--- src/rtl/assert_macros.svh ---
// ----------------------------------------------------------------------------
// assert_macros.svh
// Assertion shorthands shared by the RTL. Bodies are empty when SYNTH is set.
// ----------------------------------------------------------------------------
`ifndef ASSERT_MACROS_SVH
`define ASSERT_MACROS_SVH

`ifndef SYNTH
// same-cycle implication, checked outside reset
`define ASSERT_IMP(lbl, clk, rstn, ante, cons) \
    lbl: assert property (@(posedge clk) disable iff (!rstn) (ante) |-> (cons)) \
        else $error("assertion failed");
// next-cycle implication, checked outside reset
`define ASSERT_NXT(lbl, clk, rstn, ante, cons) \
    lbl: assert property (@(posedge clk) disable iff (!rstn) (ante) |=> (cons)) \
        else $error("assertion failed");
`else
`define ASSERT_IMP(lbl, clk, rstn, ante, cons)
`define ASSERT_NXT(lbl, clk, rstn, ante, cons)
`endif

`endif

--- src/rtl/cear_pkg.sv ---
// ----------------------------------------------------------------------------
// cear_pkg
// Shared types, constants and the quarter-wave sine table of the rotator.
// ----------------------------------------------------------------------------
package cear_pkg;

    // coordinate fixed point: fraction bits of every stored coordinate
    localparam int COORD_FRAC_BITS = 12;

    // fraction bits of the sine table entries
    localparam int Q15_BITS = 15;

    // axis codes of the command word
    typedef enum logic [1:0] {
        AXIS_X    = 2'd0,
        AXIS_Y    = 2'd1,
        AXIS_Z    = 2'd2,
        AXIS_NONE = 2'd3
    } axis_t;

    // reset position of camera and eye, wrapped to 32 bits
    localparam logic signed [31:0] CAM_X_RST = 32'sd0;
    localparam logic signed [31:0] CAM_Y_RST = -(32'sd1000 <<< COORD_FRAC_BITS);
    localparam logic signed [31:0] CAM_Z_RST =  (32'sd2500 <<< COORD_FRAC_BITS);
    localparam logic signed [31:0] EYE_X_RST = -(32'sd300 <<< COORD_FRAC_BITS);
    localparam logic signed [31:0] EYE_Y_RST = -(32'sd300 <<< COORD_FRAC_BITS);
    localparam logic signed [31:0] EYE_Z_RST = -(32'sd1500 <<< COORD_FRAC_BITS);

    // degree constants
    localparam logic [8:0] DEG_90   = 9'd90;
    localparam logic [8:0] DEG_180  = 9'd180;
    localparam logic [8:0] DEG_270  = 9'd270;
    localparam logic [8:0] DEG_FULL = 9'd360;

    // angle reduction: bias is 182 turns, reciprocal is floor(2^16 / 45)
    localparam logic [16:0] ANGLE_BIAS = 17'd65520;
    localparam logic [10:0] RECIP_45   = 11'd1456;

    // round(sin(k deg) * 32768), k = 0..90
    localparam logic [15:0] SIN_Q15 [0:90] = '{
        16'd0,     16'd572,   16'd1144,  16'd1715,  16'd2286,
        16'd2856,  16'd3425,  16'd3993,  16'd4560,  16'd5126,
        16'd5690,  16'd6252,  16'd6813,  16'd7371,  16'd7927,
        16'd8481,  16'd9032,  16'd9580,  16'd10126, 16'd10668,
        16'd11207, 16'd11743, 16'd12275, 16'd12803, 16'd13328,
        16'd13848, 16'd14365, 16'd14876, 16'd15384, 16'd15886,
        16'd16384, 16'd16877, 16'd17364, 16'd17847, 16'd18324,
        16'd18795, 16'd19261, 16'd19720, 16'd20174, 16'd20622,
        16'd21063, 16'd21498, 16'd21926, 16'd22348, 16'd22763,
        16'd23170, 16'd23571, 16'd23965, 16'd24351, 16'd24730,
        16'd25102, 16'd25466, 16'd25822, 16'd26170, 16'd26510,
        16'd26842, 16'd27166, 16'd27482, 16'd27789, 16'd28088,
        16'd28378, 16'd28660, 16'd28932, 16'd29197, 16'd29452,
        16'd29698, 16'd29935, 16'd30163, 16'd30382, 16'd30592,
        16'd30792, 16'd30983, 16'd31164, 16'd31336, 16'd31499,
        16'd31651, 16'd31795, 16'd31928, 16'd32052, 16'd32166,
        16'd32270, 16'd32365, 16'd32449, 16'd32524, 16'd32588,
        16'd32643, 16'd32688, 16'd32723, 16'd32748, 16'd32763,
        16'd32768
    };

    // table index and sign for one angle
    typedef struct packed {
        logic       neg;
        logic [6:0] idx;
    } fold_t;

    // fold 0..359 degrees onto the first quadrant
    function automatic fold_t fold_quarter(input logic [8:0] d);
        fold_t f;
        if (d <= DEG_90) begin
            f.neg = 1'b0;
            f.idx = d[6:0];
        end else if (d <= DEG_180) begin
            f.neg = 1'b0;
            f.idx = 7'(DEG_180 - d);
        end else if (d <= DEG_270) begin
            f.neg = 1'b1;
            f.idx = 7'(d - DEG_180);
        end else begin
            f.neg = 1'b1;
            f.idx = 7'(DEG_FULL - d);
        end
        return f;
    endfunction

endpackage

--- src/rtl/cear_angle_mod.sv ---
// ----------------------------------------------------------------------------
// cear_angle_mod
// Reduces a signed 16-bit degree count to 0..359 (Euclidean modulo 360).
// ----------------------------------------------------------------------------
module cear_angle_mod (
    input  logic signed [15:0] angle,
    output logic        [8:0]  deg
);

    logic [16:0] biased;
    logic [13:0] eighths;
    logic [24:0] prod;
    logic [8:0]  quot;
    logic [16:0] quot_360;
    logic [16:0] rem;
    logic [9:0]  rem10;

    // shift into positive range by a whole number of turns
    assign biased = {angle[15], angle} + cear_pkg::ANGLE_BIAS;

    // quotient by 360 = (biased / 8) / 45, estimate is exact or one low
    assign eighths  = biased[16:3];
    assign prod     = 25'(eighths) * 25'(cear_pkg::RECIP_45);
    assign quot     = prod[24:16];
    assign quot_360 = 17'(quot) * 17'(cear_pkg::DEG_FULL);
    assign rem      = biased - quot_360;
    assign rem10    = rem[9:0];

    // one correction step
    assign deg = (rem10 >= 10'(cear_pkg::DEG_FULL))
               ? 9'(rem10 - 10'(cear_pkg::DEG_FULL))
               : rem10[8:0];

endmodule

--- config.mk ---
export PLATFORM = sky130hd
export DESIGN_NAME = cear_angle_mod
export DESIGN_NICKNAME = d
export VERILOG_FILES = /design/src/rtl/assert_macros.svh /design/src/rtl/cear_pkg.sv /design/src/rtl/cear_angle_mod.sv
export SDC_FILE = /design/constraint.sdc
export NUM_CORES = 1
export LEC_CHECK = 0
export ABC_AREA = 0
export BUFFER_PORTS_ARGS = -buffer_cell sky130_fd_sc_hd__buf_2
export CAP_MARGIN = 20
export CELL_PAD_IN_SITES_DETAIL_PLACEMENT = 2
export CELL_PAD_IN_SITES_GLOBAL_PLACEMENT = 2
export CORE_MARGIN = 3
export CORE_UTILIZATION = 42
export DETAILED_ROUTE_END_ITERATION = 10
export PLACE_DENSITY = 0.93
export RECOVER_POWER = 50
export SLEW_MARGIN = 5
export SYNTH_ARGS = -nofsm -noshare
export SYNTH_HDL_FRONTEND = slang
export SYNTH_SLANG_ARGS = --single-unit
export TNS_END_PERCENT = 1
--- constraint.sdc ---
create_clock -name vclk -period 25.3
set_input_delay 2.53 -clock vclk [all_inputs]
set_output_delay 2.53 -clock vclk [all_outputs]
set_load 0.1 [all_outputs]
# Yosys cells after proc, flatten, opt, wreduce, memory -nomap -nowiden
# Index checks and enable logic that the tools add are counted.
# Widths: inputs -> output; s select.
[word_totals]
wordCells = 7
output_inout_bits = 9
inputBits = 16
regBits = 0
[op_classes]
add_sub_neg = 3
mux = 1
multipliers = 2
order_cmp = 1
[op_table]
columns = ["operator", "n"]
rows = [
  ["$mul 14x7->21 const B", 1],
  ["$add 17x16->17 const B", 1],
  ["$ge 10x9->1 const B", 1],
  ["$sub 10x10->10", 1],
  ["$mul 9x6->7 const B", 1],
  ["$mux 9", 1],
  ["$sub 9x9->9 const B", 1],
]

# Logic depth before layout (Yosys ltp)
# Gate-level depths: netlist of the first run.
[logic_depth]
ltp_word = 6
depth_mapped = 38

# Worst setup path before layout of the first run
# No wires, ideal clock.
[synth_timing]
path_kind = "input-to-output"
startpoint = "input port angle[8]"
endpoint = "output port deg[4]"
required_time_ns = 22.770
path_buffers = 0
cell_stages = 36
arrival_ns = 11.522
path_slack_ns = 11.248
path_cell_list = "nor4_2 -> nand3_1 -> or3_1 -> xnor2_1 -> ha_1 -> inv_1 -> fa_1 -> inv_1 -> fa_1 -> inv_1 -> fa_1 -> inv_1 -> ha_1 -> a211oi_2 -> o211ai_1 -> a21oi_2 -> nor2_1 -> a21oi_1 -> nor2b_1 -> nor2_1 -> xnor2_1 -> ha_1 -> ha_1 -> inv_1 -> fa_1 -> inv_1 -> fa_1 -> inv_1 -> ha_1 -> nand2_1 -> o21ai_0 -> xor2_1 -> xnor2_1 -> xnor3_2 -> nor2_2 -> mux2i_1"
[synth_between]
elab_chain_len = 6
word_cells_on_any_way = 7
classes_between = "3 x add/sub; 2 x mul; 1 x order compare; 1 x mux"
[synth_lines]
columns = ["element", "line_no", "source"]
rows = [
  ["start: declaration", "cear_angle_mod.sv:6", "input logic signed [15:0] angle,"],
  ["$add 17x16->17 *", "cear_angle_mod.sv:19", "assign biased = {angle[15], angle} + cear_pkg::ANGLE_BIAS;"],
  ["$mul 14x7->21", "cear_angle_mod.sv:23", "assign prod = 25'(eighths) * 25'(cear_pkg::RECIP_45);"],
  ["$mul 9x6->7", "cear_angle_mod.sv:25", "assign quot_360 = 17'(quot) * 17'(cear_pkg::DEG_FULL);"],
  ["$sub 10x10->10 *", "cear_angle_mod.sv:26", "assign rem = biased - quot_360;"],
  ["$sub 9x9->9 / $ge 10x9->1 (equally long branches)", "cear_angle_mod.sv:31, cear_angle_mod.sv:30", ""],
  ["$mux 9 *", "cear_angle_mod.sv:31", "? 9'(rem10 - 10'(cear_pkg::DEG_FULL))"],
  ["end: declaration", "cear_angle_mod.sv:7", "output logic [8:0] deg"],
]
# Every way passes the cells marked *; elsewhere a longest branch is shown, timed or not.

# Final worst setup path of the first run
[layout_timing]
startpoint = "input port angle[8]"
endpoint = "output port deg[8]"
# Same word-level chain as after synthesis.

==> results of run 1 <==
[cells in the mapped netlist, types with 2 or more instances]
cell	n	share of area [%]
o21a_1	2	0.56
a21o_1	3	0.84
fa_1	30	22
nor3_1	3	0.56
xnor2_1	25	8.1
xor2_1	15	4.9
nor3b_1	2	0.56
nor2_1	10	1.4
nand2_1	13	1.8
mux2i_1	2	0.74
o31ai_1	2	0.56
or3_1	2	0.46
ha_1	60	28
nor2b_1	3	0.70
a21oi_1	11	2.0
o21bai_1	3	0.84
nand3_1	3	0.56
o211ai_1	2	0.56
buf_4	3	0.84
o21ai_0	9	1.7
o21ai_1	2	0.37
inv_1	97	14
a21boi_0	2	0.56
[path summary, 6_finish.rpt]
path | end | cells after the start | startpoint | slack, ns
min | deg[0] | 0 | angle[0] | 5.06
max | deg[8] | 39 | angle[8] | 10.82
[cell type report]
cell class         instances  area (um^2)
inverters                 97          364
multi-input cells        222         2300
fillers                  679         3210
repair buffers            19         93.8
well taps                 75         93.8
[stage by stage]
stage	hold WS [ns]	instance area (um^2)
6_report	5.06	2850
5_1_grt	5.06	2850
4_1_cts	5.06	2850
3_5_place_dp	5.06	2850
3_3_place_gp	5.06	2850
2_1_floorplan	5.27	2690
[kinds of logic (layout without fill, tap and decap cells)]
kind of cell,after synthesis,after routing
buffers and inverters,101,116
adders and majority gates,90,90
AOI/OAI and AO/OA,44,44
and+or+nand+nor,44,44
xor gates and xnor gates,42,42
muxes,2,2
[metal layers]
| layer | global-route usage [%] | wire, um | vias up |
|---|---|---|---|
| li1 | - | - | 1037 |
| met1 | 26.9 | 3440 | 1109 |
| met2 | 50.7 | 4830 | 23 |
| met3 | 1.44 | 98 | 16 |
| met4 | 5.76 | 207 | 0 |
| met5 | 0 | 0 | - |
[cells in the final DEF (no fill, tap or decap), drive strengths merged, types with 3 or more instances in the layout]
master and instances:
xor2 15, buf 18, nor2 11, a21oi 12, nor3 3, o21bai 3, o21ai 11, xnor2 25
o31ai 3, nor2b 3, fa 30, nand3 3, a21o 4, inv 97, ha 60, nand2 13
==> impl_results.md, run 1 <==
- Die width: 86.1 um
- Total Neg Setup Slack: 0 ns
- Nets: 446
- Post-CTS setup buffers: 0
- Number of DRC markers in iteration 0: 38
- Fin. Hold Viols: 0
- Layout area overhead: 5.71%
- Fin util: 47.0%
- CTS resizes: 0
- Worst setup EP type: output pin
- Max Fanout on Critical Path: 6
- Setup ws final: 10.82 ns
- Post-DP HPWL: 8.03 mm
- Synth Area in Compound Gates: 10.8%
- Avg Cell Area, Syn: 8.34 um^2
- Slew Limit Fails: 0
- Layout cell share with drive strength beyond 1: 7.99%
- Worst setup SP type: input pin
- GRT Total Usage: 24.7%
- # placed instances: 413
- Main combinational cell family by area after synthesis: adder cells
- Total die area: 7410 um^2
- Initial antenna violation count: 0
- Synthesized instance count: 323
- Largest net degree at the start of global routing: 7
- First-pass GRT wire length: 14.2 mm
- Vias in the first global route: 2749
- Yosys Warn Count: 0
- Post-route DRC: 0
- Cell family contributing the most delay on the critical path: adder cells
- Final Wtd Congestion: 0.860
- WP data arrival: 11.95 ns
- Syn_nets: 429
- Row cnt: 28
- Final worst-path cycle share: 57.2%
- Pre-CTS setup slack: 11.02 ns
- Min-Delay Path Class: input pin to output pin
- Crit path kind: input pin to output pin
- Detail Route Antenna Nets: 0
- Vias: 2185
- Number of library cell types mapped by synthesis: 42
- Post-CTS Hold Buffers: 0
- ANT cells: 0
- Sequential cell area: 0 um^2
- Non-Filler Instances: 413
- Critical-path top delay cell: clkbuf_1
- Starting Density: 44.4%
- CP required: 22.77 ns
- Max incr delay on CP: 0.88 ns
- DIE HEIGHT: 86.1 um
- RSZ-0062 raised after global routing: false
- Core area: 6060 um^2
- CP bufs+invs: 9
- Synth Cell Area: 2690 um^2
- Drt total wl: 8.57 mm
- Grt ovf: 0
- Per-cell routed wire length: 20.8 um
- Routed vias/inst: 5.29
- Most frequent CP cell: inv_1
- Port-buffer cells: 19
- I/O Pins: 25
- Sequential share of the synthesized area: 0%
- First-pass DRT Iterations: 4
- Status: finished clean
- Post-synthesis mux area share: 0.743%
- Adder-Cell Fraction of Synth Area: 50.2%
- Fmax: 0.0691 GHz
- FF+latch count: 0
- Tmin final: 14.48 ns
- Max-slew headroom: 22.7%
- Post-Synth XOR/XNOR Area: 14.7%
- Final setup fails: 0
- Clock buffer cells: 0
- Max Cap Viol: 0
- Worst Tran Pin Value: 1.16 ns
- Simple-gate area share of the yosys netlist: 8.82%
Power of run 1 is not shown: default switching activity piles up to over one toggle a cycle in this logic, so the estimate is an artifact.
==> inputs of run 2 (changes only) <==
--- a/config.mk
+++ b/config.mk
@@ -11,9 +11,9 @@
 export CELL_PAD_IN_SITES_DETAIL_PLACEMENT = 2
 export CELL_PAD_IN_SITES_GLOBAL_PLACEMENT = 2
 export CORE_MARGIN = 3
-export CORE_UTILIZATION = 42
+export CORE_UTILIZATION = 35
 export DETAILED_ROUTE_END_ITERATION = 10
-export PLACE_DENSITY = 0.93
+export PLACE_DENSITY = 0.83
 export RECOVER_POWER = 50
 export SLEW_MARGIN = 5
 export SYNTH_ARGS = -nofsm -noshare
==> constraint.sdc (replaced) <==
create_clock -name vclk -period 12.9
set_input_delay 1.29 -clock vclk [all_inputs]
set_output_delay 1.29 -clock vclk [all_outputs]
set_load 0.1 [all_outputs]
==> run 2 against run 1 <==
Compared with the run above: critical path depth stayed put; first-iteration DRC count is 32% higher; die area is 19% higher; worst hold slack worse by 2.5 ns; sequential cell count stayed put; final area is 1.1% higher; global-route usage is 7.1 points lower; via count is 4.8% lower; non-clock buffer count stayed put; clock-buffer cell count stayed put; highest routed layer unchanged.
==> impl_results.md, run 2 (synthesis results as in run 1) <==
- Status: finished clean
- Core area: 7370 um^2 (+22%)
- Most frequent CP cell: inv_1
- DR WL met2: 3.85 mm (-20%)
- CTS resizes: 0 (unchanged)
- DIE HEIGHT: 93.7 um (+8.9%)
- Fmax: 0.0848 GHz
- Layout cell share with drive strength beyond 1: 8.28% (+0.30 points)
- Tmin final: 11.80 ns
- Initial antenna violation count: 0 (unchanged)
- Sequential cell area: 0 um^2 (unchanged)
- Final Wtd Congestion: 0.883 (+2.6%)
- Total die area: 8790 um^2 (+19%)
- Number of DRC markers in iteration 0: 50 (+32%)
- Met3 routed WL: 40 um (-59%)
- Crit path kind: input pin to output pin
- Max Cap Viol: 0 (unchanged)
- Met1 wire length: 3.25 mm (-5.4%)
- Vias: 2081 (-4.8%)
- Fin util: 39.1% (-7.9 points)
- Post-CTS setup buffers: 0 (unchanged)
- First-pass DRT Iterations: 4 (unchanged)
- GRT Total Usage: 17.6% (-7.1 points)
- Worst setup SP type: input pin
- Die width: 93.7 um (+8.9%)
- Row cnt: 31 (+11%)
- Critical-path top delay cell: fa_1
- Post-CTS Hold Buffers: 0 (unchanged)
- Final worst-path cycle share: 91.4%
- Cell family contributing the most delay on the critical path: adder cells
- Total Neg Setup Slack: 0 ns (unchanged)
- Most frequent cells in the layout: inv_1 (97), ha_1 (60), fa_1 (30)
- Top Layer Used: met4
- Vias in the first global route: 2485 (-9.6%)
- Max-slew headroom: 54.9% (+32 points)
- Starting Density: 36.6% (-7.9 points)
- FF+latch count: 0 (unchanged)
- Fin. Hold Viols: 0 (unchanged)
- Worst setup EP type: output pin
- Per-cell routed wire length: 16.4 um (-21%)
- CP required: 11.61 ns (-11.16 ns)
- RSZ-0062 raised after global routing: false
- ANT cells: 0 (unchanged)
- First-pass GRT wire length: 12.4 mm (-13%)
- Grt ovf: 0 (unchanged)
- Slew Limit Fails: 0 (unchanged)
- # fillers: 868 (+28%)
- Clock buffer cells: 0 (unchanged)
- Post-route DRC: 0 (unchanged)
- CP bufs+invs: 9 (unchanged)
- Drt total wl: 7.18 mm (-16%)
- Hold path cells: 0 (unchanged)
- Port-buffer cells: 19 (unchanged)
- Hold_sp: angle[1]
- Max Fanout on Critical Path: 6 (unchanged)
- Largest net degree at the start of global routing: 7 (unchanged)
- Worst Tran Pin Value: 0.672 ns (-0.492 ns)
- Min-Delay Path Class: input pin to output pin
- Most common cell after layout, fill and taps aside: inv_1
- Multi-input logic area: 2300 um^2 (unchanged)
- I/O Pins: 25 (unchanged)
- Hold EP: deg[1]
- Max incr delay on CP: 0.56 ns (-0.32 ns)
- Post-DP HPWL: 6.81 mm (-15%)
- Nets: 446 (unchanged)
- WP data arrival: 10.51 ns (-1.44 ns)
- Detail Route Antenna Nets: 0 (unchanged)
- Routed vias/inst: 4.76 (-10%)
- Final setup fails: 0 (unchanged)
- Layout area overhead: 6.87%
[run 2: cell types whose count changed in the layout (fill, tap and decap cells not counted)]
cell / previous run / this run
buf_2: 18 / 19
clkbuf_1: 1 / 0
[run 2: worst max-delay path by stage]
stage,startpoint,end,slack (ns),cells after the start
floorplan,angle[8],deg[4],1.33,36
global placement,angle[6],deg[4],1.39,39
detailed placement,angle[6],deg[3],1.04,39
CTS,angle[6],deg[3],1.01,39
global route,angle[6],deg[4],0.26,39
finish,angle[6],deg[4],1.10,39
[run 2: per-layer routing]
metal  track usage, %  up-vias
met5                0        -
met3                0        2
li1                 -     1041
met2             34.3        8
met4            0.842        0
met1             22.6     1030
[run 2: final cells by class]
class / instances / share of cell area [%]
repair buffers: 19 / 3.30
well taps: 99 / 4.30
inverters: 97 / 12.6
multi-input cells: 222 / 79.7
[run 2: per-stage QoR]
step                      std cells  setup WS [ns]  hold slack, ns  area (um^2)
after floorplan                 323           1.33            2.79         2690
after global placement          437           1.39            2.58         2880
after detailed placement        437           1.04            2.58         2880
after CTS                       437           1.01            2.58         2880
after global routing            437          0.261            2.58         2880
final                           437           1.10            2.58         2880
Power of run 2 is left out for the same reason.
