### src/rtl/assert_macros.svh
// ----------------------------------------------------------------------------
// assert_macros.svh
// Assertion shorthands shared by the RTL. Bodies are empty when SYNTH is set.
// ----------------------------------------------------------------------------
`ifndef ASSERT_MACROS_SVH
`define ASSERT_MACROS_SVH

`ifndef SYNTH
// same-cycle implication, checked outside reset
`define ASSERT_IMP(lbl, clk, rstn, ante, cons) \
    lbl: assert property (@(posedge clk) disable iff (!rstn) (ante) |-> (cons)) \
        else $error("assertion failed");
// next-cycle implication, checked outside reset
`define ASSERT_NXT(lbl, clk, rstn, ante, cons) \
    lbl: assert property (@(posedge clk) disable iff (!rstn) (ante) |=> (cons)) \
        else $error("assertion failed");
`else
`define ASSERT_IMP(lbl, clk, rstn, ante, cons)
`define ASSERT_NXT(lbl, clk, rstn, ante, cons)
`endif

`endif

### src/rtl/cear_pkg.sv
// ----------------------------------------------------------------------------
// cear_pkg
// Shared types, constants and the quarter-wave sine table of the rotator.
// ----------------------------------------------------------------------------
package cear_pkg;

    // coordinate fixed point: fraction bits of every stored coordinate
    localparam int COORD_FRAC_BITS = 12;

    // fraction bits of the sine table entries
    localparam int Q15_BITS = 15;

    // axis codes of the command word
    typedef enum logic [1:0] {
        AXIS_X    = 2'd0,
        AXIS_Y    = 2'd1,
        AXIS_Z    = 2'd2,
        AXIS_NONE = 2'd3
    } axis_t;

    // reset position of camera and eye, wrapped to 32 bits
    localparam logic signed [31:0] CAM_X_RST = 32'sd0;
    localparam logic signed [31:0] CAM_Y_RST = -(32'sd1000 <<< COORD_FRAC_BITS);
    localparam logic signed [31:0] CAM_Z_RST =  (32'sd2500 <<< COORD_FRAC_BITS);
    localparam logic signed [31:0] EYE_X_RST = -(32'sd300 <<< COORD_FRAC_BITS);
    localparam logic signed [31:0] EYE_Y_RST = -(32'sd300 <<< COORD_FRAC_BITS);
    localparam logic signed [31:0] EYE_Z_RST = -(32'sd1500 <<< COORD_FRAC_BITS);

    // degree constants
    localparam logic [8:0] DEG_90   = 9'd90;
    localparam logic [8:0] DEG_180  = 9'd180;
    localparam logic [8:0] DEG_270  = 9'd270;
    localparam logic [8:0] DEG_FULL = 9'd360;

    // angle reduction: bias is 182 turns, reciprocal is floor(2^16 / 45)
    localparam logic [16:0] ANGLE_BIAS = 17'd65520;
    localparam logic [10:0] RECIP_45   = 11'd1456;

    // round(sin(k deg) * 32768), k = 0..90
    localparam logic [15:0] SIN_Q15 [0:90] = '{
        16'd0,     16'd572,   16'd1144,  16'd1715,  16'd2286,
        16'd2856,  16'd3425,  16'd3993,  16'd4560,  16'd5126,
        16'd5690,  16'd6252,  16'd6813,  16'd7371,  16'd7927,
        16'd8481,  16'd9032,  16'd9580,  16'd10126, 16'd10668,
        16'd11207, 16'd11743, 16'd12275, 16'd12803, 16'd13328,
        16'd13848, 16'd14365, 16'd14876, 16'd15384, 16'd15886,
        16'd16384, 16'd16877, 16'd17364, 16'd17847, 16'd18324,
        16'd18795, 16'd19261, 16'd19720, 16'd20174, 16'd20622,
        16'd21063, 16'd21498, 16'd21926, 16'd22348, 16'd22763,
        16'd23170, 16'd23571, 16'd23965, 16'd24351, 16'd24730,
        16'd25102, 16'd25466, 16'd25822, 16'd26170, 16'd26510,
        16'd26842, 16'd27166, 16'd27482, 16'd27789, 16'd28088,
        16'd28378, 16'd28660, 16'd28932, 16'd29197, 16'd29452,
        16'd29698, 16'd29935, 16'd30163, 16'd30382, 16'd30592,
        16'd30792, 16'd30983, 16'd31164, 16'd31336, 16'd31499,
        16'd31651, 16'd31795, 16'd31928, 16'd32052, 16'd32166,
        16'd32270, 16'd32365, 16'd32449, 16'd32524, 16'd32588,
        16'd32643, 16'd32688, 16'd32723, 16'd32748, 16'd32763,
        16'd32768
    };

    // table index and sign for one angle
    typedef struct packed {
        logic       neg;
        logic [6:0] idx;
    } fold_t;

    // fold 0..359 degrees onto the first quadrant
    function automatic fold_t fold_quarter(input logic [8:0] d);
        fold_t f;
        if (d <= DEG_90) begin
            f.neg = 1'b0;
            f.idx = d[6:0];
        end else if (d <= DEG_180) begin
            f.neg = 1'b0;
            f.idx = 7'(DEG_180 - d);
        end else if (d <= DEG_270) begin
            f.neg = 1'b1;
            f.idx = 7'(d - DEG_180);
        end else begin
            f.neg = 1'b1;
            f.idx = 7'(DEG_FULL - d);
        end
        return f;
    endfunction

endpackage

### src/rtl/cear_trig.sv
// ----------------------------------------------------------------------------
// cear_trig
// Sine and cosine of 0..359 degrees from the quarter-wave table, scaled to
// TRIG_FRAC_BITS fraction bits.
// ----------------------------------------------------------------------------
module cear_trig #(
    parameter int TRIG_FRAC_BITS = 15
) (
    input  logic        [8:0]                deg,
    output logic signed [TRIG_FRAC_BITS+1:0] sin_val,
    output logic signed [TRIG_FRAC_BITS+1:0] cos_val
);

    localparam int TW = TRIG_FRAC_BITS + 2;
    localparam int MW = TRIG_FRAC_BITS + 1;

    logic [9:0]           cos_sum;
    logic [8:0]           cos_deg;
    cear_pkg::fold_t      s_fold;
    cear_pkg::fold_t      c_fold;
    logic [15:0]          s_mag;
    logic [15:0]          c_mag;
    logic [MW-1:0]        s_scl;
    logic [MW-1:0]        c_scl;
    logic signed [TW-1:0] s_pos;
    logic signed [TW-1:0] c_pos;

    // cosine is the sine a quarter turn on
    assign cos_sum = {1'b0, deg} + 10'(cear_pkg::DEG_90);
    assign cos_deg = (cos_sum >= 10'(cear_pkg::DEG_FULL))
                   ? 9'(cos_sum - 10'(cear_pkg::DEG_FULL))
                   : cos_sum[8:0];

    // table reads
    assign s_fold = cear_pkg::fold_quarter(deg);
    assign c_fold = cear_pkg::fold_quarter(cos_deg);
    assign s_mag  = cear_pkg::SIN_Q15[s_fold.idx];
    assign c_mag  = cear_pkg::SIN_Q15[c_fold.idx];

    // rescale magnitudes: widen, or round half up when narrowing
    generate
        if (TRIG_FRAC_BITS >= cear_pkg::Q15_BITS) begin : g_up
            assign s_scl = MW'(s_mag) << (TRIG_FRAC_BITS - cear_pkg::Q15_BITS);
            assign c_scl = MW'(c_mag) << (TRIG_FRAC_BITS - cear_pkg::Q15_BITS);
        end
        else begin : g_dn
            localparam int SH = cear_pkg::Q15_BITS - TRIG_FRAC_BITS;
            logic [16:0] s_rnd;
            logic [16:0] c_rnd;
            assign s_rnd = 17'(s_mag) + (17'd1 << (SH - 1));
            assign c_rnd = 17'(c_mag) + (17'd1 << (SH - 1));
            assign s_scl = MW'(s_rnd >> SH);
            assign c_scl = MW'(c_rnd >> SH);
        end
    endgenerate

    // apply quadrant sign
    assign s_pos   = $signed({1'b0, s_scl});
    assign c_pos   = $signed({1'b0, c_scl});
    assign sin_val = s_fold.neg ? -s_pos : s_pos;
    assign cos_val = c_fold.neg ? -c_pos : c_pos;

endmodule

### config.mk
export PLATFORM = sky130hd
export DESIGN_NAME = cear_trig
export DESIGN_NICKNAME = d
export VERILOG_FILES = /design/src/rtl/assert_macros.svh /design/src/rtl/cear_pkg.sv /design/src/rtl/cear_trig.sv
export SDC_FILE = /design/constraint.sdc
export NUM_CORES = 1
export LEC_CHECK = 0
export ABC_AREA = 1
export CELL_PAD_IN_SITES_DETAIL_PLACEMENT = 1
export CELL_PAD_IN_SITES_GLOBAL_PLACEMENT = 2
export CORE_AREA = 2 2 135 137
export DETAILED_ROUTE_END_ITERATION = 16
export DIE_AREA = 0 0 137 139
export DONT_BUFFER_PORTS = 1
export GPL_TIMING_DRIVEN = 0
export PLACE_DENSITY = 0.82
export RECOVER_POWER = 50
export SLEW_MARGIN = 5
export SYNTH_ARGS = -nofsm -noshare
export SYNTH_HDL_FRONTEND = slang
export SYNTH_SLANG_ARGS = --single-unit
export TNS_END_PERCENT = 30
### constraint.sdc
create_clock -name vclk -period 4.9
set_input_delay 0.245 -clock vclk [all_inputs]
set_output_delay 0.245 -clock vclk [all_outputs]
set_load 0.03 [all_outputs]
Yosys cells after proc, flatten, opt, wreduce, memory -nomap -nowiden --
Memories as Yosys holds them, arrays and structs flattened. Cells that the tools add are included.
Cells by class: bitwise operators 2, mux-type cells 13, add/sub/neg operators 10, $lt $le $gt $ge 9
Operators by type and width (count):
- $mux W16 | 4
- $mux W17 | 2
- $neg A16 Y17 | 2
- $mux W8 | 4
- $le A9 B7 Y1 const B | 2
- $le A9 B8 Y1 const B | 2
- $le A9 B9 Y1 const B | 2
- $ge A8 B8 Y1 const B | 2
- $not A7 Y8 | 2
- $mux W7 | 2
- $sub A6 B7 Y7 const A | 2
- $sub A7 B6 Y7 const B | 2
- $sub A7 B7 Y7 const A | 2
- $add A9 B7 Y10 const B | 1
- $ge A10 B9 Y1 const B | 1
- $mux W9 | 1
- $sub A9 B9 Y9 const B | 1
Word-level totals: bits in registers 0, ROM bits 4096, output and inout port bits 34, logic and storage cells 36, bits of input ports 9, memories 2
Memory list:
- (name not given) | depth 128, bits a word 16, read ports 1, clocked after Yosys merged registers in 0, write ports 0, line cear_trig.sv:38 | assign c_mag = cear_pkg::SIN_Q15[c_fold.idx];
- (name not given) | depth 128, bits a word 16, read ports 1, clocked after Yosys merged registers in 0, write ports 0, line cear_trig.sv:37 | assign s_mag = cear_pkg::SIN_Q15[s_fold.idx];

Logic depth before layout (Yosys ltp) --
Gate-level depths: netlist of the first run.
depth in word-level cells 13, mapped depth 44, mapped depth without buffers 43

Worst setup path after synthesis of the first run --
OpenSTA, ideal clock, no wires.
path kind input-to-output, start point input deg[1], end point output sin_val[14], slack 125 ps, required time 4655 ps, stages 29, path buffers 0, arrival time 4530 ps, path through inv_1 ha_1 nand2_1 nor4_1 nand3_1 nand2_2 inv_2 nand2_1 nand2_1 o21ai_1 inv_1 ha_1 ha_1 inv_1 nand2_1 a21oi_1 o21ai_0 o31ai_1 nand2_1 and3_1 inv_1 ha_1 inv_1 nor2_1 nand2_1 nor2_1 nand2_1 nand2_1 xor2_1
On the way: cells in the longest elaborated chain, start to end 10, elaborated cells between the ends (all ways) 15, classes of those cells add/sub: 4; order compare: 3; mux: 6; bitwise: 1; memory: 1
Ends and longest elaborated chain:
- start: declaration | line cear_trig.sv:9 | input logic [8:0] deg,
- $le A9 B9 Y1, or another cell as far along | line cear_pkg.sv:77 | end else if (d <= DEG_270) begin
- $mux W7 | line cear_pkg.sv:77
- $mux W8 | line cear_pkg.sv:74 | end else if (d <= DEG_180) begin
- $mux W8 * | line cear_pkg.sv:71 | if (d <= DEG_90) begin
- $not A7 Y8 (not written as such) | line cear_trig.sv:37
- $mem_v2 Z128 W16
- $mux W16 (not written as such) (2 in a row) | line cear_trig.sv:37
- $neg A16 Y17 | line cear_trig.sv:60 | assign sin_val = s_fold.neg ? -s_pos : s_pos;
- $mux W17 * | line cear_trig.sv:60
- end: declaration | line cear_trig.sv:10 | output logic signed [TRIG_FRAC_BITS+1:0] sin_val,
Mark *: on every way between the ends. The rest lies on a longest branch, timed or not. The select of a mux whose other input is x is not followed.

Final worst setup path of the first run --
start point input deg[4], end point output sin_val[7]
Same word-level chain as after synthesis.

==> results of run 1 <==
[cell usage in the layout, fill, tap and decap left out, drive strengths merged, types with 2 or more instances in the layout]
master    count
nand2       397
nand3       171
inv         128
nor2        114
o21ai       102
buf          79
ha           38
a21oi        32
xor2         32
o211ai       19
nand4        16
clkbuf       16
nor3         10
o31ai         6
o311ai        5
clkinvlp      4
o221ai        4
a31oi         4
o22ai         4
xnor2         4
o2111ai       3
nand3b        2
a211oi        2
[how the worst max path moves through the flow]
| stage | endpoint | depth (start not counted) |
|---|---|---|
| floorplan | sin_val[14] | 29 |
| CTS | cos_val[10] | 39 |
| global placement | sin_val[14] | 29 |
| detailed placement | sin_val[14] | 29 |
| global route | sin_val[13] | 18 |
| finish | sin_val[7] | 24 |
[routing by layer]
layer | share of wire | wire, um | track usage
met4 | 0.023 | 691 | 0.07271
met1 | 0.44 | 13330 | 0.4109
met3 | 0.082 | 2451 | 0.06615
met5 | 0 | 0 | 0
met2 | 0.45 | 13540 | 0.4894
[cells by family after synthesis]
logic type | Yosys count
AO/OA/AOI/OAI | 188
XOR/XNOR | 36
adder cells (fa/ha/maj) | 39
buffers and inverters | 185
AND/OR/NAND/NOR | 714
[final cells by class]
class,instances,share of cell area
repair buffers,43,0.04981
inverters,133,0.07401
plain buffers,52,0.04770
well taps,229,0.04016
multi-input cells,977,0.7883
[critical path, cell delays in order]
cell and delay, ps:
sky130_fd_sc_hd__buf_4 180, sky130_fd_sc_hd__o21ai_0 210, sky130_fd_sc_hd__o311ai_2 340, sky130_fd_sc_hd__nand2_4 140
sky130_fd_sc_hd__inv_4 150, sky130_fd_sc_hd__nand2_1 80, sky130_fd_sc_hd__nand2_1 130, sky130_fd_sc_hd__nand2_1 110
sky130_fd_sc_hd__o21ai_4 110, sky130_fd_sc_hd__clkinvlp_4 190, sky130_fd_sc_hd__buf_4 180, sky130_fd_sc_hd__buf_4 140
sky130_fd_sc_hd__ha_1 330, sky130_fd_sc_hd__inv_2 140, sky130_fd_sc_hd__nor2_1 80, sky130_fd_sc_hd__o21ai_0 150
sky130_fd_sc_hd__o21ai_0 110, sky130_fd_sc_hd__nand2_1 100, sky130_fd_sc_hd__o21ai_1 140, sky130_fd_sc_hd__o21ai_2 250
sky130_fd_sc_hd__nand3_1 140, sky130_fd_sc_hd__nor2_2 180, sky130_fd_sc_hd__a21oi_1 90, sky130_fd_sc_hd__xnor2_1 570
[where the power goes]
group | total (mW) | internal (mW) | switching (mW)
Clock | 0 | 0 | 0
Sequential | 0 | 0 | 0
Combinational | 3.92 | 1.13 | 2.79
[what timing repair did]
action	4_1_cts	5_1_grt
cloned	0	0
setup buffers	18	25
pin swaps	18	30
gates resized for setup	70	96
setup endpoints to repair	34	32
hold buffers	0	0
[through the flow]
step	total power, mW	utilization
2_1_floorplan	2.529	-
3_3_place_gp	3.357	0.3498
3_5_place_dp	3.362	0.3498
4_1_cts	3.600	0.3738
5_1_grt	4.228	0.4041
6_report	3.924	0.4041
==> tab_implementation.tex, run 1 <==
\begin{tabular}{lr}
\hline
Metric & Value \\
\hline
\multicolumn{2}{l}{\textbf{Outcome}} \\
Result of the run & finished clean \\
\multicolumn{2}{l}{\textbf{Synth}} \\
Proportion of netlist area held by the largest area contributor & 0.2345 \\
Area fraction in and, or, nand and nor cells after synthesis & 0.5357 \\
Number of nets produced by synthesis & 1,210 \\
Proportion of synthesized chip area in sequential cells & 0 \\
Post-synthesis share of cell area spent on xor and xnor gates & 0.05480 \\
Synth Instances & 1,162 \\
Unique cell type count in the Yosys netlist & 53 \\
Post-synth top area cell & sky130\_fd\_sc\_hd\_\_nand2\_1 \\
Most numerous cell types in the synthesized netlist & sky130\_fd\_sc\_hd\_\_nand2\_1 (368), sky130\_fd\_sc\_hd\_\_nand3\_1 (167), sky130\_fd\_sc\_hd\_\_inv\_1 (119), sky130\_fd\_sc\_hd\_\_nor2\_1 (105), sky130\_fd\_sc\_hd\_\_o21ai\_0 (85) \\
Syn avg cell area & 5.069 um\^{}2 \\
Portion of netlist area occupied by mux cells & 0 \\
Number of synthesis warnings & 0 \\
Share of synthesized cell area in full adder, half adder and majority cells & 0.08411 \\
Most numerous cell in the Yosys netlist & sky130\_fd\_sc\_hd\_\_nand2\_1 \\
Biggest area contributors in the synthesized netlist & sky130\_fd\_sc\_hd\_\_nand2\_1 (23\%), sky130\_fd\_sc\_hd\_\_nand3\_1 (14\%), sky130\_fd\_sc\_hd\_\_ha\_1 (8.1\%) \\
Mapped cell area & 5891 um\^{}2 \\
Compound-cell area share of the yosys netlist & 0.1893 \\
Main combinational cell family by area after synthesis & simple AND/OR/NAND/NOR gates \\
\multicolumn{2}{l}{\textbf{Layout}} \\
Total area of multi-input combinational cells & 5624 um\^{}2 \\
Layout clock buffer count & 0 \\
Area taken by flip-flops and latches & 0 um\^{}2 \\
Non-filler instance count after layout & 1,434 \\
Number of diodes & 0 \\
Fraction of layout instances using a drive strength above 1 & 0.2091 \\
Number of flip-flops and latches & 0 \\
Net count of the finished layout & 1,255 \\
Layout overhead on the synthesized area & 21.11\% \\
FILL cells & 2,552 \\
Final instance area & 7134 um\^{}2 \\
\multicolumn{2}{l}{\textbf{Setup path}} \\
Source of the critical timing path & deg[4] \\
Data required, critical path & 4660 ps \\
Setup crit start kind & input port \\
WP data arrival & 4510 ps \\
Kind of end point of the critical path & output port \\
Category of the most critical setup path & input port to output port \\
Largest fanout on the critical path & 8 \\
\multicolumn{2}{l}{\textbf{Timing}} \\
Number of endpoints with negative hold slack in the final report & 0 \\
Setup repair after global routing missed its margin & true \\
Final worst hold slack & 1122 ps \\
Shortest period the worst path allows & 4753 ps \\
Final number of setup-violating endpoints & 0 \\
Highest achievable clock rate & 210.4 MHz \\
Summed negative setup slack over all endpoints & 0 ps \\
Worst-case setup margin in the final layout & 146.6 ps \\
Tightest Pin Transition & 968.1 ps \\
Max Slew Vio Count & 0 \\
Post-route clock period utilization & 0.9701 \\
Slew margin rel. & 0.3478 \\
\multicolumn{2}{l}{\textbf{Floorplan}} \\
Starting Density & 0.3336 \\
Die area & 19,040 um\^{}2 \\
Cell row count & 49 \\
Die boundary height & 139 um \\
Number of top-level pins & 43 \\
Floorplan die width & 137 um \\
Core box area & 17,660 um\^{}2 \\
\multicolumn{2}{l}{\textbf{Global routing}} \\
Initial antenna violation count & 0 \\
Via count of the first global-routing pass & 8,272 \\
GRT Overall Usage & 0.3042 \\
Maximum number of pins on one net before global-route repair & 17 \\
Wire length of the first global-routing pass & 46,150 um \\
GR Overflow Total & 0 \\
\multicolumn{2}{l}{\textbf{Placed design}} \\
Total placed cells including tap cells & 1,391 \\
Post-DP Area & 6177 um\^{}2 \\
DP Wirelength & 22,340 um \\
Post-placement setup slack & -1642 ps \\
Gpl congestion & 1.022 \\
Port buffer count & 0 \\
\multicolumn{2}{l}{\textbf{Power and ir drop}} \\
Peak supply drop & 0.0004561 V \\
Total leakage power & 3.551 nW \\
Pwr dens & 550.0 nW/um\^{}2 \\
\multicolumn{2}{l}{\textbf{Drt}} \\
Number of iterations in the first detailed-routing pass & 5 \\
Via count & 8,314 \\
Initial drt markers & 773 \\
Routed wire per std cell & 20.93 um \\
Drt total wl & 30,020 um \\
Number of nets with antenna violations after detailed routing & 0 \\
Mean number of vias per cell & 5.798 \\
DRC errors left & 0 \\
\multicolumn{2}{l}{\textbf{Hold path}} \\
Number of cells on the worst hold path & 3 \\
Hold worst-path end & sin\_val[0] \\
Source of the worst hold timing path & deg[6] \\
Worst min-delay path class & input port to output port \\
\multicolumn{2}{l}{\textbf{Run}} \\
Max-capacitance violation count & 0 \\
\hline
\end{tabular}
No activity file was read; power rests on OpenSTA's default activity.
==> run 2: changes to the inputs <==
==> constraint.sdc (replaced) <==
create_clock -name vclk -period 4.9
set_input_delay 0.245 -clock vclk [all_inputs]
set_output_delay 0.245 -clock vclk [all_outputs]
set_load 0.02 [all_outputs]
==> run 2 against run 1 <==
Compared with the run above:
- non-clock buffer count grew 4
- combinational power down 5.9%
- core utilization decreased by 0.38 points
- worst hold slack got worse by 14 ps
- die area unchanged
- via count is 0.67% higher
- power decreased by 6.0%
- wire length is 0.49% lower
- worst setup slack improved by 95 ps
- largest power group unchanged
==> tab_implementation.tex, run 2 (synthesis results as in run 1) <==
\begin{tabular}{lr}
\hline
Metric & Value \\
\hline
\multicolumn{2}{l}{\textbf{Drt}} \\
Drt total wl & 29,870 um \\
Number of iterations in the first detailed-routing pass & 5 \\
Mean number of vias per cell & 5.817 \\
Number of nets with antenna violations after detailed routing & 0 \\
Routed wire per std cell & 20.76 um \\
DRC errors left & 0 \\
Via count & 8,370 \\
Initial drt markers & 811 \\
\multicolumn{2}{l}{\textbf{Clock network}} \\
Number of hold-repair buffers added at the cts stage & 0 \\
\multicolumn{2}{l}{\textbf{Layout}} \\
Area taken by flip-flops and latches & 0 um\^{}2 \\
Layout clock buffer count & 0 \\
Fraction of layout instances using a drive strength above 1 & 0.1967 \\
Layout overhead on the synthesized area & 19.97\% \\
Most common cell after layout, fill and taps aside & sky130\_fd\_sc\_hd\_\_nand2\_1 \\
Non-filler instance count after layout & 1,439 \\
Net count of the finished layout & 1,260 \\
Most used cells in the layout excluding fill and tap cells & sky130\_fd\_sc\_hd\_\_nand2\_1 (346), sky130\_fd\_sc\_hd\_\_nand3\_1 (156), sky130\_fd\_sc\_hd\_\_inv\_1 (110) \\
Number of flip-flops and latches & 0 \\
Number of diodes & 0 \\
\multicolumn{2}{l}{\textbf{Power and ir drop}} \\
Switching part of the total & 0.7007 \\
Peak supply drop & 0.0003908 V \\
Part of the power in combinational logic & 1.000 \\
Flop pwr share & 0 \\
Internal Pwr Total & 1.104 mW \\
Part of the power in the clock network & 0 \\
Total leakage power & 3.541 nW \\
Total power after layout & 3.688 mW \\
Pwr dens & 521.9 nW/um\^{}2 \\
P\_sw & 2.584 mW \\
\multicolumn{2}{l}{\textbf{Setup path}} \\
Setup crit start kind & input port \\
Peak per-stage delay on the critical path & 380 ps \\
Category of the most critical setup path & input port to output port \\
CP most frequent cell & sky130\_fd\_sc\_hd\_\_nand2\_2 \\
Critical-path cell with the highest stage delay & sky130\_fd\_sc\_hd\_\_o211ai\_1 \\
Kind of end point of the critical path & output port \\
Data required, critical path & 4660 ps \\
Largest fanout on the critical path & 9 \\
WP data arrival & 4410 ps \\
\multicolumn{2}{l}{\textbf{Run}} \\
Max-capacitance violation count & 0 \\
\multicolumn{2}{l}{\textbf{Placed design}} \\
Total placed cells including tap cells & 1,391 \\
DP Wirelength & 22,340 um \\
Gpl congestion & 1.022 \\
Port buffer count & 0 \\
\multicolumn{2}{l}{\textbf{Timing}} \\
Slew margin rel. & 0.5070 \\
Number of endpoints with negative hold slack in the final report & 0 \\
Final worst hold slack & 1108 ps \\
Summed negative setup slack over all endpoints & 0 ps \\
Max Slew Vio Count & 0 \\
Highest achievable clock rate & 214.7 MHz \\
Post-route clock period utilization & 0.9507 \\
Final number of setup-violating endpoints & 0 \\
Shortest period the worst path allows & 4658 ps \\
Tightest Pin Transition & 738.8 ps \\
\multicolumn{2}{l}{\textbf{Global routing}} \\
GR Overflow Total & 0 \\
Via count of the first global-routing pass & 8,292 \\
Initial antenna violation count & 0 \\
Wire length of the first global-routing pass & 46,150 um \\
GRT Overall Usage & 0.3045 \\
Maximum number of pins on one net before global-route repair & 17 \\
\multicolumn{2}{l}{\textbf{Floorplan}} \\
Number of top-level pins & 43 \\
Cell row count & 49 \\
Die area & 19,040 um\^{}2 \\
Die boundary height & 139 um \\
Starting Density & 0.3336 \\
Floorplan die width & 137 um \\
Core box area & 17,660 um\^{}2 \\
\multicolumn{2}{l}{\textbf{Hold path}} \\
Source of the worst hold timing path & deg[1] \\
Hold worst-path end & cos\_val[15] \\
Number of cells on the worst hold path & 5 \\
Worst min-delay path class & input port to output port \\
\multicolumn{2}{l}{\textbf{Outcome}} \\
Result of the run & finished clean \\
\hline
\end{tabular}
-- run 2: changes by cell type in the layout (fill, tap and decap cells not counted), sizes merged --
cell	before	now
buf	79	82
nand2	397	398
clkbuf	16	17
-- run 2: worst max-delay path by stage --
stage,from,to,depth (start not counted)
2_1_floorplan,deg[1],sin_val[14],29
3_3_place_gp,deg[1],sin_val[14],29
3_5_place_dp,deg[1],sin_val[14],29
4_1_cts,deg[3],cos_val[15],38
5_1_grt,deg[4],sin_val[13],18
6_report,deg[3],cos_val[9],33
-- run 2: final cells by class --
cell class         count  area, um^2
plain buffers         52       332.8
fillers             2552       10590
multi-input cells    978        5567
well taps            229       286.5
repair buffers        47       352.8
inverters            133       528.0
-- run 2: worst max-delay path: cells and delay by family --
kind | cells | cell delay (ps)
AND/OR/NAND/NOR | 23 | 2280
buffers and inverters | 5 | 560
AO/OA/AOI/OAI | 2 | 560
adder cells (fa/ha/maj) | 2 | 490
XOR/XNOR | 1 | 260
-- run 2: metrics by stage --
stage               cell area [um^2]    util  setup slack, ps
floorplan                       5891       -            309.6
global placement                6177  0.3498            -1393
detailed placement              6177  0.3498            -1455
CTS                             6515  0.3690           -19.34
global route                    7067  0.4002           -52.37
finish                          7067  0.4002            241.6
-- run 2: timing repair --
action,4_1_cts,5_1_grt
setup buffers,19,28
pin swaps,13,35
setup endpoints to repair,34,30
gates cloned,0,1
resized for setup,53,87
-- run 2: power groups by stage --
stage	logic (mW)	registers [mW]	clock network, mW
after floorplan	2.36	0	0
after global placement	3.19	0	0
after detailed placement	3.19	0	0
after CTS	3.40	0	0
after global routing	4.00	0	0
final	3.69	0	0
-- run 2: metal layers --
layer / share of wire / vias up / global-route usage
li1: - / 3927 / -
met1: 0.44 / 3990 / 0.4091
met2: 0.45 / 383 / 0.4910
met3: 0.086 / 70 / 0.06615
met4: 0.030 / 0 / 0.07596
met5: 0 / - / 0
